==> config.mk <==
export PLATFORM = sky130hd
export DESIGN_NAME = terminal_line_editor
export DESIGN_NICKNAME = d
export VERILOG_FILES = /design/src/hdl/tle_pkg.sv /design/src/hdl/terminal_line_editor.sv /design/src/hdl/tle_ram.sv /design/src/hdl/tle_datapath.sv /design/src/hdl/tle_ctrl.sv
export SDC_FILE = /design/constraint.sdc
export NUM_CORES = 1
export LEC_CHECK = 0
export BUFFER_PORTS_ARGS = -buffer_cell sky130_fd_sc_hd__buf_2
export CELL_PAD_IN_SITES_DETAIL_PLACEMENT = 1
export CELL_PAD_IN_SITES_GLOBAL_PLACEMENT = 1
export CORE_MARGIN = 8
export CORE_UTILIZATION = 45
export CTS_CLUSTER_DIAMETER = 50
export DETAILED_ROUTE_END_ITERATION = 12
export PLACE_DENSITY = 0.67
export SLEW_MARGIN = 20
export SYNTH_ARGS = -nofsm -noshare
export SYNTH_HDL_FRONTEND = slang
export SYNTH_SLANG_ARGS = --single-unit
==> constraint.sdc <==
create_clock -name i_clk -period 4.9 [get_ports i_clk]
set_input_delay 0.735 -clock i_clk [delete_from_list [all_inputs] [get_ports i_clk]]
set_output_delay 0.735 -clock i_clk [all_outputs]
set_load 0.005 [all_outputs]
==> src/hdl/tle_pkg.sv <==
package tle_pkg;

    localparam int LINE_CAPACITY_DEF = 64;
    localparam int CFG_IDX_W         = 2;

    localparam logic [CFG_IDX_W-1:0] CFG_DELIVER_LINES    = 2'd0;
    localparam logic [CFG_IDX_W-1:0] CFG_DELIVER_CONTROLS = 2'd1;

    localparam logic [7:0] BYTE_BS       = 8'h08;
    localparam logic [7:0] BYTE_TAB      = 8'h09;
    localparam logic [7:0] BYTE_LF       = 8'h0A;
    localparam logic [7:0] BYTE_CR       = 8'h0D;
    localparam logic [7:0] BYTE_ESC      = 8'h1B;
    localparam logic [7:0] BYTE_SPACE    = 8'h20;
    localparam logic [7:0] BYTE_LBRACKET = 8'h5B;
    localparam logic [7:0] BYTE_TILDE    = 8'h7E;

    typedef enum logic [1:0] {
        KIND_ECHO = 2'd0,
        KIND_CRLF = 2'd1,
        KIND_LINE = 2'd2,
        KIND_CTRL = 2'd3
    } t_kind;

    typedef enum logic [2:0] {
        DSEL_BYTE  = 3'd0,
        DSEL_BS    = 3'd1,
        DSEL_SPACE = 3'd2,
        DSEL_ZERO  = 3'd3,
        DSEL_RAM   = 3'd4
    } t_dsel;

    typedef struct packed {
        logic  latch_byte;
        logic  rd_look;
        logic  rd_line;
        logic  wr_store;
        logic  fill_inc;
        logic  fill_dec;
        logic  fill_clr;
        logic  esc_set;
        logic  esc_clr;
        logic  idx_clr;
        logic  idx_inc;
        logic  out_load;
        t_kind out_kind;
        t_dsel out_sel;
        logic  out_last;
    } t_cmd;

    typedef struct packed {
        logic is_bs;
        logic is_eol;
        logic is_esc;
        logic is_lbr;
        logic is_print;
        logic is_tab;
        logic prev_esc;
        logic fill_zero;
        logic fill_full;
        logic idx_last;
        logic esc_armed;
        logic deliver_lines;
        logic deliver_controls;
        logic out_free;
    } t_status;

endpackage

==> src/hdl/terminal_line_editor.sv <==
// channel   direction  handshake                  payload
// rx        in         i_valid / o_ready          i_rx_byte[7:0]
// result    out        o_valid / i_ready          o_kind[1:0], o_data[7:0], o_last
// cfg       in         i_cfg_valid / o_cfg_ready  i_cfg_index[1:0], i_cfg_data
//
// A byte passes accept, buffer lookup and decode, then emits each echo or
// control word it causes; a line end emits the CRLF word, then reads and
// emits each delivered line byte in turn through the buffer's single read port.
// Reset is synchronous; no buffer clearing pass, the block is ready at once.
// A stalled result word holds in the output register and stops the sequencer.
module terminal_line_editor #(
    parameter int LINE_CAPACITY = tle_pkg::LINE_CAPACITY_DEF
) (
    input  logic                          i_clk,
    input  logic                          i_rst_n,
    input  logic                          i_valid,
    output logic                          o_ready,
    input  logic [7:0]                    i_rx_byte,
    output logic                          o_valid,
    input  logic                          i_ready,
    output logic [1:0]                    o_kind,
    output logic [7:0]                    o_data,
    output logic                          o_last,
    input  logic                          i_cfg_valid,
    output logic                          o_cfg_ready,
    input  logic [tle_pkg::CFG_IDX_W-1:0] i_cfg_index,
    input  logic                          i_cfg_data
);

    tle_pkg::t_cmd    cmd;
    tle_pkg::t_status status;

    assign o_cfg_ready = 1'b1;

    tle_ctrl u_ctrl (
        .i_clk    (i_clk),
        .i_rst_n  (i_rst_n),
        .i_valid  (i_valid),
        .o_ready  (o_ready),
        .i_status (status),
        .o_cmd    (cmd)
    );

    tle_datapath #(
        .LINE_CAPACITY (LINE_CAPACITY)
    ) u_datapath (
        .i_clk       (i_clk),
        .i_rst_n     (i_rst_n),
        .i_cmd       (cmd),
        .o_status    (status),
        .i_rx_byte   (i_rx_byte),
        .i_cfg_valid (i_cfg_valid),
        .i_cfg_index (i_cfg_index),
        .i_cfg_data  (i_cfg_data),
        .i_out_ready (i_ready),
        .o_out_valid (o_valid),
        .o_kind      (o_kind),
        .o_data      (o_data),
        .o_last      (o_last)
    );

endmodule

==> src/hdl/tle_ram.sv <==
module tle_ram #(
    parameter int WIDTH = 8,
    parameter int DEPTH = 64
) (
    input  logic                     i_clk,
    input  logic                     i_we,
    input  logic [$clog2(DEPTH)-1:0] i_waddr,
    input  logic [WIDTH-1:0]         i_wdata,
    input  logic                     i_re,
    input  logic [$clog2(DEPTH)-1:0] i_raddr,
    output logic [WIDTH-1:0]         o_rdata
);

    logic [WIDTH-1:0] r_mem [DEPTH];
    logic [WIDTH-1:0] r_rdata;

    always_ff @(posedge i_clk) begin
        if (i_we) begin
            r_mem[i_waddr] <= i_wdata;
        end
        if (i_re) begin
            r_rdata <= r_mem[i_raddr];
        end
    end

    assign o_rdata = r_rdata;

endmodule

==> src/hdl/tle_datapath.sv <==
module tle_datapath #(
    parameter int LINE_CAPACITY = tle_pkg::LINE_CAPACITY_DEF
) (
    input  logic                          i_clk,
    input  logic                          i_rst_n,
    input  tle_pkg::t_cmd                 i_cmd,
    output tle_pkg::t_status              o_status,
    input  logic [7:0]                    i_rx_byte,
    input  logic                          i_cfg_valid,
    input  logic [tle_pkg::CFG_IDX_W-1:0] i_cfg_index,
    input  logic                          i_cfg_data,
    input  logic                          i_out_ready,
    output logic                          o_out_valid,
    output logic [1:0]                    o_kind,
    output logic [7:0]                    o_data,
    output logic                          o_last
);

    localparam int AW = $clog2(LINE_CAPACITY);

    logic [7:0]    r_byte;
    logic [AW-1:0] r_fill;
    logic [AW-1:0] r_idx;
    logic          r_esc;
    logic          r_deliver_lines;
    logic          r_deliver_controls;
    logic          r_out_valid;
    logic [1:0]    r_kind;
    logic [7:0]    r_data;
    logic          r_last;
    logic [7:0]    n_data;
    logic [AW-1:0] look_addr;
    logic [AW-1:0] raddr;
    logic [7:0]    rdata;
    logic          fill_zero;

    assign fill_zero = (r_fill == '0);
    assign look_addr = fill_zero ? '0 : r_fill - AW'(1);
    assign raddr     = i_cmd.rd_line ? r_idx : look_addr;

    tle_ram #(
        .WIDTH (8),
        .DEPTH (LINE_CAPACITY)
    ) u_line_ram (
        .i_clk   (i_clk),
        .i_we    (i_cmd.wr_store),
        .i_waddr (r_fill),
        .i_wdata (r_byte),
        .i_re    (i_cmd.rd_look | i_cmd.rd_line),
        .i_raddr (raddr),
        .o_rdata (rdata)
    );

    always_ff @(posedge i_clk) begin
        if (!i_rst_n) begin
            r_fill             <= '0;
            r_esc              <= 1'b0;
            r_deliver_lines    <= 1'b1;
            r_deliver_controls <= 1'b1;
            r_out_valid        <= 1'b0;
        end else begin
            if (i_cmd.fill_clr) begin
                r_fill <= '0;
            end else if (i_cmd.fill_inc) begin
                r_fill <= r_fill + AW'(1);
            end else if (i_cmd.fill_dec) begin
                r_fill <= r_fill - AW'(1);
            end
            if (i_cmd.esc_set) begin
                r_esc <= 1'b1;
            end else if (i_cmd.esc_clr) begin
                r_esc <= 1'b0;
            end
            if (i_cfg_valid) begin
                unique case (i_cfg_index)
                    tle_pkg::CFG_DELIVER_LINES:    r_deliver_lines    <= i_cfg_data;
                    tle_pkg::CFG_DELIVER_CONTROLS: r_deliver_controls <= i_cfg_data;
                    default: ;
                endcase
            end
            if (i_cmd.out_load) begin
                r_out_valid <= 1'b1;
            end else if (i_out_ready) begin
                r_out_valid <= 1'b0;
            end
        end
    end

    always_comb begin
        case (i_cmd.out_sel)
            tle_pkg::DSEL_BYTE:  n_data = r_byte;
            tle_pkg::DSEL_BS:    n_data = tle_pkg::BYTE_BS;
            tle_pkg::DSEL_SPACE: n_data = tle_pkg::BYTE_SPACE;
            tle_pkg::DSEL_RAM:   n_data = rdata;
            default:             n_data = '0;
        endcase
    end

    always_ff @(posedge i_clk) begin
        if (i_cmd.latch_byte) begin
            r_byte <= i_rx_byte;
        end
        if (i_cmd.idx_clr) begin
            r_idx <= '0;
        end else if (i_cmd.idx_inc) begin
            r_idx <= r_idx + AW'(1);
        end
        if (i_cmd.out_load) begin
            r_kind <= i_cmd.out_kind;
            r_data <= n_data;
            r_last <= i_cmd.out_last;
        end
    end

    always_comb begin
        o_status.is_bs            = (r_byte == tle_pkg::BYTE_BS);
        o_status.is_eol           = (r_byte == tle_pkg::BYTE_CR) || (r_byte == tle_pkg::BYTE_LF);
        o_status.is_esc           = (r_byte == tle_pkg::BYTE_ESC);
        o_status.is_lbr           = (r_byte == tle_pkg::BYTE_LBRACKET);
        o_status.is_print         = (r_byte >= tle_pkg::BYTE_SPACE) &&
                                    (r_byte <= tle_pkg::BYTE_TILDE);
        o_status.is_tab           = (r_byte == tle_pkg::BYTE_TAB);
        o_status.prev_esc         = (rdata == tle_pkg::BYTE_ESC);
        o_status.fill_zero        = fill_zero;
        o_status.fill_full        = (r_fill == AW'(LINE_CAPACITY - 1));
        o_status.idx_last         = (r_idx == look_addr);
        o_status.esc_armed        = r_esc;
        o_status.deliver_lines    = r_deliver_lines;
        o_status.deliver_controls = r_deliver_controls;
        o_status.out_free         = !r_out_valid || i_out_ready;
    end

    assign o_out_valid = r_out_valid;
    assign o_kind      = r_kind;
    assign o_data      = r_data;
    assign o_last      = r_last;

endmodule

==> src/hdl/tle_ctrl.sv <==
module tle_ctrl (
    input  logic             i_clk,
    input  logic             i_rst_n,
    input  logic             i_valid,
    output logic             o_ready,
    input  tle_pkg::t_status i_status,
    output tle_pkg::t_cmd    o_cmd
);

    typedef enum logic [11:0] {
        S_IDLE   = 12'b0000_0000_0001,
        S_LOOK   = 12'b0000_0000_0010,
        S_DECIDE = 12'b0000_0000_0100,
        S_CTRL   = 12'b0000_0000_1000,
        S_ECHO   = 12'b0000_0001_0000,
        S_TABE   = 12'b0000_0010_0000,
        S_BS1    = 12'b0000_0100_0000,
        S_BS2    = 12'b0000_1000_0000,
        S_BS3    = 12'b0001_0000_0000,
        S_CRLF   = 12'b0010_0000_0000,
        S_LREAD  = 12'b0100_0000_0000,
        S_LEMIT  = 12'b1000_0000_0000
    } t_state;

    t_state r_state;
    t_state n_state;
    logic   crlf_last;

    always_ff @(posedge i_clk) begin
        if (!i_rst_n) begin
            r_state <= S_IDLE;
        end else begin
            r_state <= n_state;
        end
    end

    assign o_ready   = (r_state == S_IDLE);
    assign crlf_last = !i_status.deliver_lines || i_status.fill_zero;

    always_comb begin
        n_state          = r_state;
        o_cmd.latch_byte = 1'b0;
        o_cmd.rd_look    = 1'b0;
        o_cmd.rd_line    = 1'b0;
        o_cmd.wr_store   = 1'b0;
        o_cmd.fill_inc   = 1'b0;
        o_cmd.fill_dec   = 1'b0;
        o_cmd.fill_clr   = 1'b0;
        o_cmd.esc_set    = 1'b0;
        o_cmd.esc_clr    = 1'b0;
        o_cmd.idx_clr    = 1'b0;
        o_cmd.idx_inc    = 1'b0;
        o_cmd.out_load   = 1'b0;
        o_cmd.out_kind   = tle_pkg::KIND_ECHO;
        o_cmd.out_sel    = tle_pkg::DSEL_BYTE;
        o_cmd.out_last   = 1'b0;

        unique case (r_state)
            S_IDLE: begin
                if (i_valid) begin
                    o_cmd.latch_byte = 1'b1;
                    n_state          = S_LOOK;
                end
            end
            S_LOOK: begin
                o_cmd.rd_look = 1'b1;
                n_state       = S_DECIDE;
            end
            S_DECIDE: begin
                n_state = S_IDLE;
                if (i_status.esc_armed) begin
                    o_cmd.esc_clr = 1'b1;
                    if (i_status.deliver_controls) begin
                        n_state = S_CTRL;
                    end
                end else if (i_status.is_bs) begin
                    if (!i_status.fill_zero) begin
                        o_cmd.fill_dec = 1'b1;
                        n_state        = S_BS1;
                    end
                end else if (i_status.is_eol) begin
                    n_state = S_CRLF;
                end else if (i_status.is_esc) begin
                    if (!i_status.fill_full) begin
                        o_cmd.wr_store = 1'b1;
                        o_cmd.fill_inc = 1'b1;
                    end
                end else if (i_status.is_lbr && !i_status.fill_zero && i_status.prev_esc) begin
                    o_cmd.esc_set  = 1'b1;
                    o_cmd.fill_dec = 1'b1;
                end else if (!i_status.fill_full && i_status.is_print) begin
                    o_cmd.wr_store = 1'b1;
                    o_cmd.fill_inc = 1'b1;
                    n_state        = S_ECHO;
                end else if (!i_status.fill_full && i_status.is_tab) begin
                    o_cmd.wr_store = 1'b1;
                    o_cmd.fill_inc = 1'b1;
                    n_state        = S_TABE;
                end
            end
            S_CTRL: begin
                if (i_status.out_free) begin
                    o_cmd.out_load = 1'b1;
                    o_cmd.out_kind = tle_pkg::KIND_CTRL;
                    o_cmd.out_sel  = tle_pkg::DSEL_BYTE;
                    o_cmd.out_last = 1'b1;
                    n_state        = S_IDLE;
                end
            end
            S_ECHO: begin
                if (i_status.out_free) begin
                    o_cmd.out_load = 1'b1;
                    o_cmd.out_sel  = tle_pkg::DSEL_BYTE;
                    o_cmd.out_last = 1'b1;
                    n_state        = S_IDLE;
                end
            end
            S_TABE: begin
                if (i_status.out_free) begin
                    o_cmd.out_load = 1'b1;
                    o_cmd.out_sel  = tle_pkg::DSEL_SPACE;
                    o_cmd.out_last = 1'b1;
                    n_state        = S_IDLE;
                end
            end
            S_BS1: begin
                if (i_status.out_free) begin
                    o_cmd.out_load = 1'b1;
                    o_cmd.out_sel  = tle_pkg::DSEL_BS;
                    n_state        = S_BS2;
                end
            end
            S_BS2: begin
                if (i_status.out_free) begin
                    o_cmd.out_load = 1'b1;
                    o_cmd.out_sel  = tle_pkg::DSEL_SPACE;
                    n_state        = S_BS3;
                end
            end
            S_BS3: begin
                if (i_status.out_free) begin
                    o_cmd.out_load = 1'b1;
                    o_cmd.out_sel  = tle_pkg::DSEL_BS;
                    o_cmd.out_last = 1'b1;
                    n_state        = S_IDLE;
                end
            end
            S_CRLF: begin
                if (i_status.out_free) begin
                    o_cmd.out_load = 1'b1;
                    o_cmd.out_kind = tle_pkg::KIND_CRLF;
                    o_cmd.out_sel  = tle_pkg::DSEL_ZERO;
                    o_cmd.out_last = crlf_last;
                    o_cmd.idx_clr  = 1'b1;
                    if (crlf_last) begin
                        o_cmd.fill_clr = 1'b1;
                        n_state        = S_IDLE;
                    end else begin
                        n_state = S_LREAD;
                    end
                end
            end
            S_LREAD: begin
                o_cmd.rd_line = 1'b1;
                n_state       = S_LEMIT;
            end
            S_LEMIT: begin
                if (i_status.out_free) begin
                    o_cmd.out_load = 1'b1;
                    o_cmd.out_kind = tle_pkg::KIND_LINE;
                    o_cmd.out_sel  = tle_pkg::DSEL_RAM;
                    o_cmd.out_last = i_status.idx_last;
                    if (i_status.idx_last) begin
                        o_cmd.fill_clr = 1'b1;
                        n_state        = S_IDLE;
                    end else begin
                        o_cmd.idx_inc = 1'b1;
                        n_state       = S_LREAD;
                    end
                end
            end
            default: begin
                n_state = S_IDLE;
            end
        endcase
    end

endmodule
==> qor.yml <==
layout:
  finalNetCount: 1843
  instances_no_fill: 2556
  final_util_pct: 52.0
  antennaDiodeCount: 0
  num-fill-cells: 5099
  area_delta_synth_final_pct: 14.0
  design_area_um2: 26800
  drive_gt1_share_pct: 12.3
floorplan:
  die_y_um: 244
  dieArea_um2: 59700
  die_width_um: 244
  initial_core_util_pct: 45.6
  core-area_um2: 51400
  pin_count: 30
  num_rows: 83
place:
  place_congestion: 0.917
  post_dp_cell_area_um2: 24600
  dp.cells: 2436
  pre_cts_ws_ps: 671
  io_buffers: 28
  dp_hpwl_um: 45300
clock_network:
  cts-buffers-inserted: 66
  hold_buffers: 0
  cts_resized: 0
  clk_pin_slew_ps: 60
  cts_sinks: 567
  cts_tree: "done"
  post_cts_buffers: 0
  root_buffer: "clkbuf_16"
  clk-insertion-delay-late_ps: 600
  cts_max_level: 3
  clockBufferDepth: 3
synthesis:
  synthTopCellsByArea: "edfxtp_1 (69%), nand2_1 (5.6%), mux2i_1 (3.4%)"
  synth_top_area_share_pct: 69.0
  seq_area_frac_synth_pct: 71.4
  synth_nets: 1771
  synth_top_cell_by_area: "edfxtp_1"
  synth_warnings: 0
  synth_flop_cell: "edfxtp_1"
  synth_cell_type_count: 74
  ys_seq_elements: 567
  postSynthAreaPerCell_um2: 13.4
  synthTopCellsByCount: "edfxtp_1 (539), nand2_1 (348), a21oi_1 (118), nor2_1 (108), nand3_1 (95)"
  async_reset_ff_share_pct: 0
  synth_edf_count: 539
  synth.most_common_cell: "edfxtp_1"
  synthCells: 1752
  netlist_area_um2: 23500
global_route:
  antenna_found_initial: 0
  grt_max_degree: 69
  gr-total-overflow: 0
  grt_usage_pct: 23.9
  grt_pass1_wl_um: 107000
  grt_pass1_vias: 15900
status:
  status: "complete, no violations"
timing:
  fin_crit_sh_pct: 87.8
  fin_ws_ps: 597
  period_needed_ps: 4300
  slew_headroom_pct: 29.0
  hold_violations: 0
  rsz0062_at_grt: "no"
  drv_slew: 0
  tightest_slew_ps: 1060
  setup_viol: 0
  final.setup_skew_ps: 18.7
  fmax_mhz: 232
  fin_tns_setup_ps: 0
  whs_ps: 326
detailed_routing:
  first_pass_iters: 5
  post_drt_via_cell_ratio: 6.11
  antenna_left: 0
  vias: 15600
  wl_um: 72300
  wire_per_inst_um: 28.3
  drc_errors: 0
  drtIter0Drc: 1493
worst_setup_path:
  path_max_fanout: 35
  end_kind: "flop"
  critPathArrivalTime_ps: 4770
  critPathRequiredTime_ps: 5370
  path_class: "flop to flop"
  cp-start-kind: "flop"
worst_hold_path:
  hold_class: "input port to flop"
pwr:
  p_total_mw: 11.3
  p_leak_nw: 9.19
  ir_drop_uv: 268
  power.density_nw_per_um2: 422
run:
  maxCapViolCount: 0
==> layout make-up <==
| cell class | count | area, um2 | area share, % |
|---|---|---|---|
| multi-input combinational | 1073 | 6160 | 23.0 |
| inverter | 7 | 26.3 | 0.0982 |
| clock inverter | 28 | 245 | 0.917 |
| clock buffer | 92 | 1870 | 6.97 |
| tap | 680 | 851 | 3.18 |
| sequential | 567 | 16700 | 62.6 |
| timing repair buffer | 109 | 861 | 3.22 |
==> sequential cells by signal (all words and copies together) (netlist names) <==
register,cells
u_datapath.o_out_valid,1
u_datapath.o_data,8
u_datapath.r_deliver_controls,1
u_datapath.r_esc,1
u_datapath.r_idx,6
u_datapath.u_line_ram.o_rdata,8
u_datapath.o_last,1
u_ctrl.r_state,12
u_datapath.r_deliver_lines,1
u_datapath.r_fill,6
u_datapath.u_line_ram.r_mem,512
u_datapath.o_kind,2
u_datapath.r_byte,8
==> path summary, 6_finish.rpt <==
path                                                  from                                to  slack [ps]  cells after the start
worst max register to register          u_ctrl.r_state[11]  u_datapath.u_line_ram.o_rdata[5]         600                      9
worst min-delay path                          i_rx_byte[7]              u_datapath.r_byte[7]         330                      1
worst min register to register  u_datapath.r_deliver_lines        u_datapath.r_deliver_lines         470                      2
worst max-delay path                    u_ctrl.r_state[11]  u_datapath.u_line_ram.o_rdata[5]         600                      9
==> cells by family (layout without fill, tap and decap cells) <==
logic type,Yosys count,after routing,share of synthesized area (%)
fa+ha+maj,3,3,0.160
compound gates,274,274,7.57
flops,567,567,71.4
mux,96,96,4.77
other cells,1,1,0.0160
buf+inv,112,236,2.47
xor+xnor,19,19,0.709
simple gates,680,680,12.9
==> report_power, final <==
group / switching [mW] / total [mW] / internal (mW)
combinational: 0.789 / 1.10 / 0.315
clock: 1.97 / 4.81 / 2.84
sequential: 0.0130 / 5.37 / 5.35
total: 2.77 / 11.3 / 8.51
==> metal layers <==
| layer | vias up | GRT usage, % | routed length (um) |
|---|---|---|---|
| met5 | - | 0 | 0 |
| met4 | 0 | 9.36 | 2490 |
| li1 | 6750 | - | - |
| met1 | 8118 | 31.7 | 30000 |
| met3 | 128 | 4.87 | 5450 |
| met2 | 611 | 38.6 | 34400 |
==> worst max-delay path, stage by stage, from the launching register on <==
cell	delay, ps
dfxtp_1	380
or4b_2	740
or4_4	610
mux2_2	370
buf_12	210
nor2_1	830
a2111oi_0	280
buf_4	240
a22oi_1	300
and3_1	200
==> layout by cell type, fill, tap and decap left out, types with 5 or more instances in the layout <==
cell and count:
nor3_1 19, and3_1 10, dfxtp_1 28, clkbuf_1 20, nand4_1 31, nor2_1 107, mux4_2 9, buf_4 72
clkinv_2 5, xnor2_1 8, nand2_1 348, o21ai_0 15, nor4_1 9, inv_1 6, clkbuf_16 71, buf_12 9
a31oi_1 19, a22oi_1 34, mux2i_1 78, clkinv_1 10, xor2_1 11, a22o_1 8, a211oi_1 9, nor2b_1 5
nand3b_1 6, a21oi_1 118, a32oi_1 17, or3_1 12, nand3_1 95, edfxtp_1 539, buf_2 28, nand2b_1 8
(Power assumes the default switching activity.)
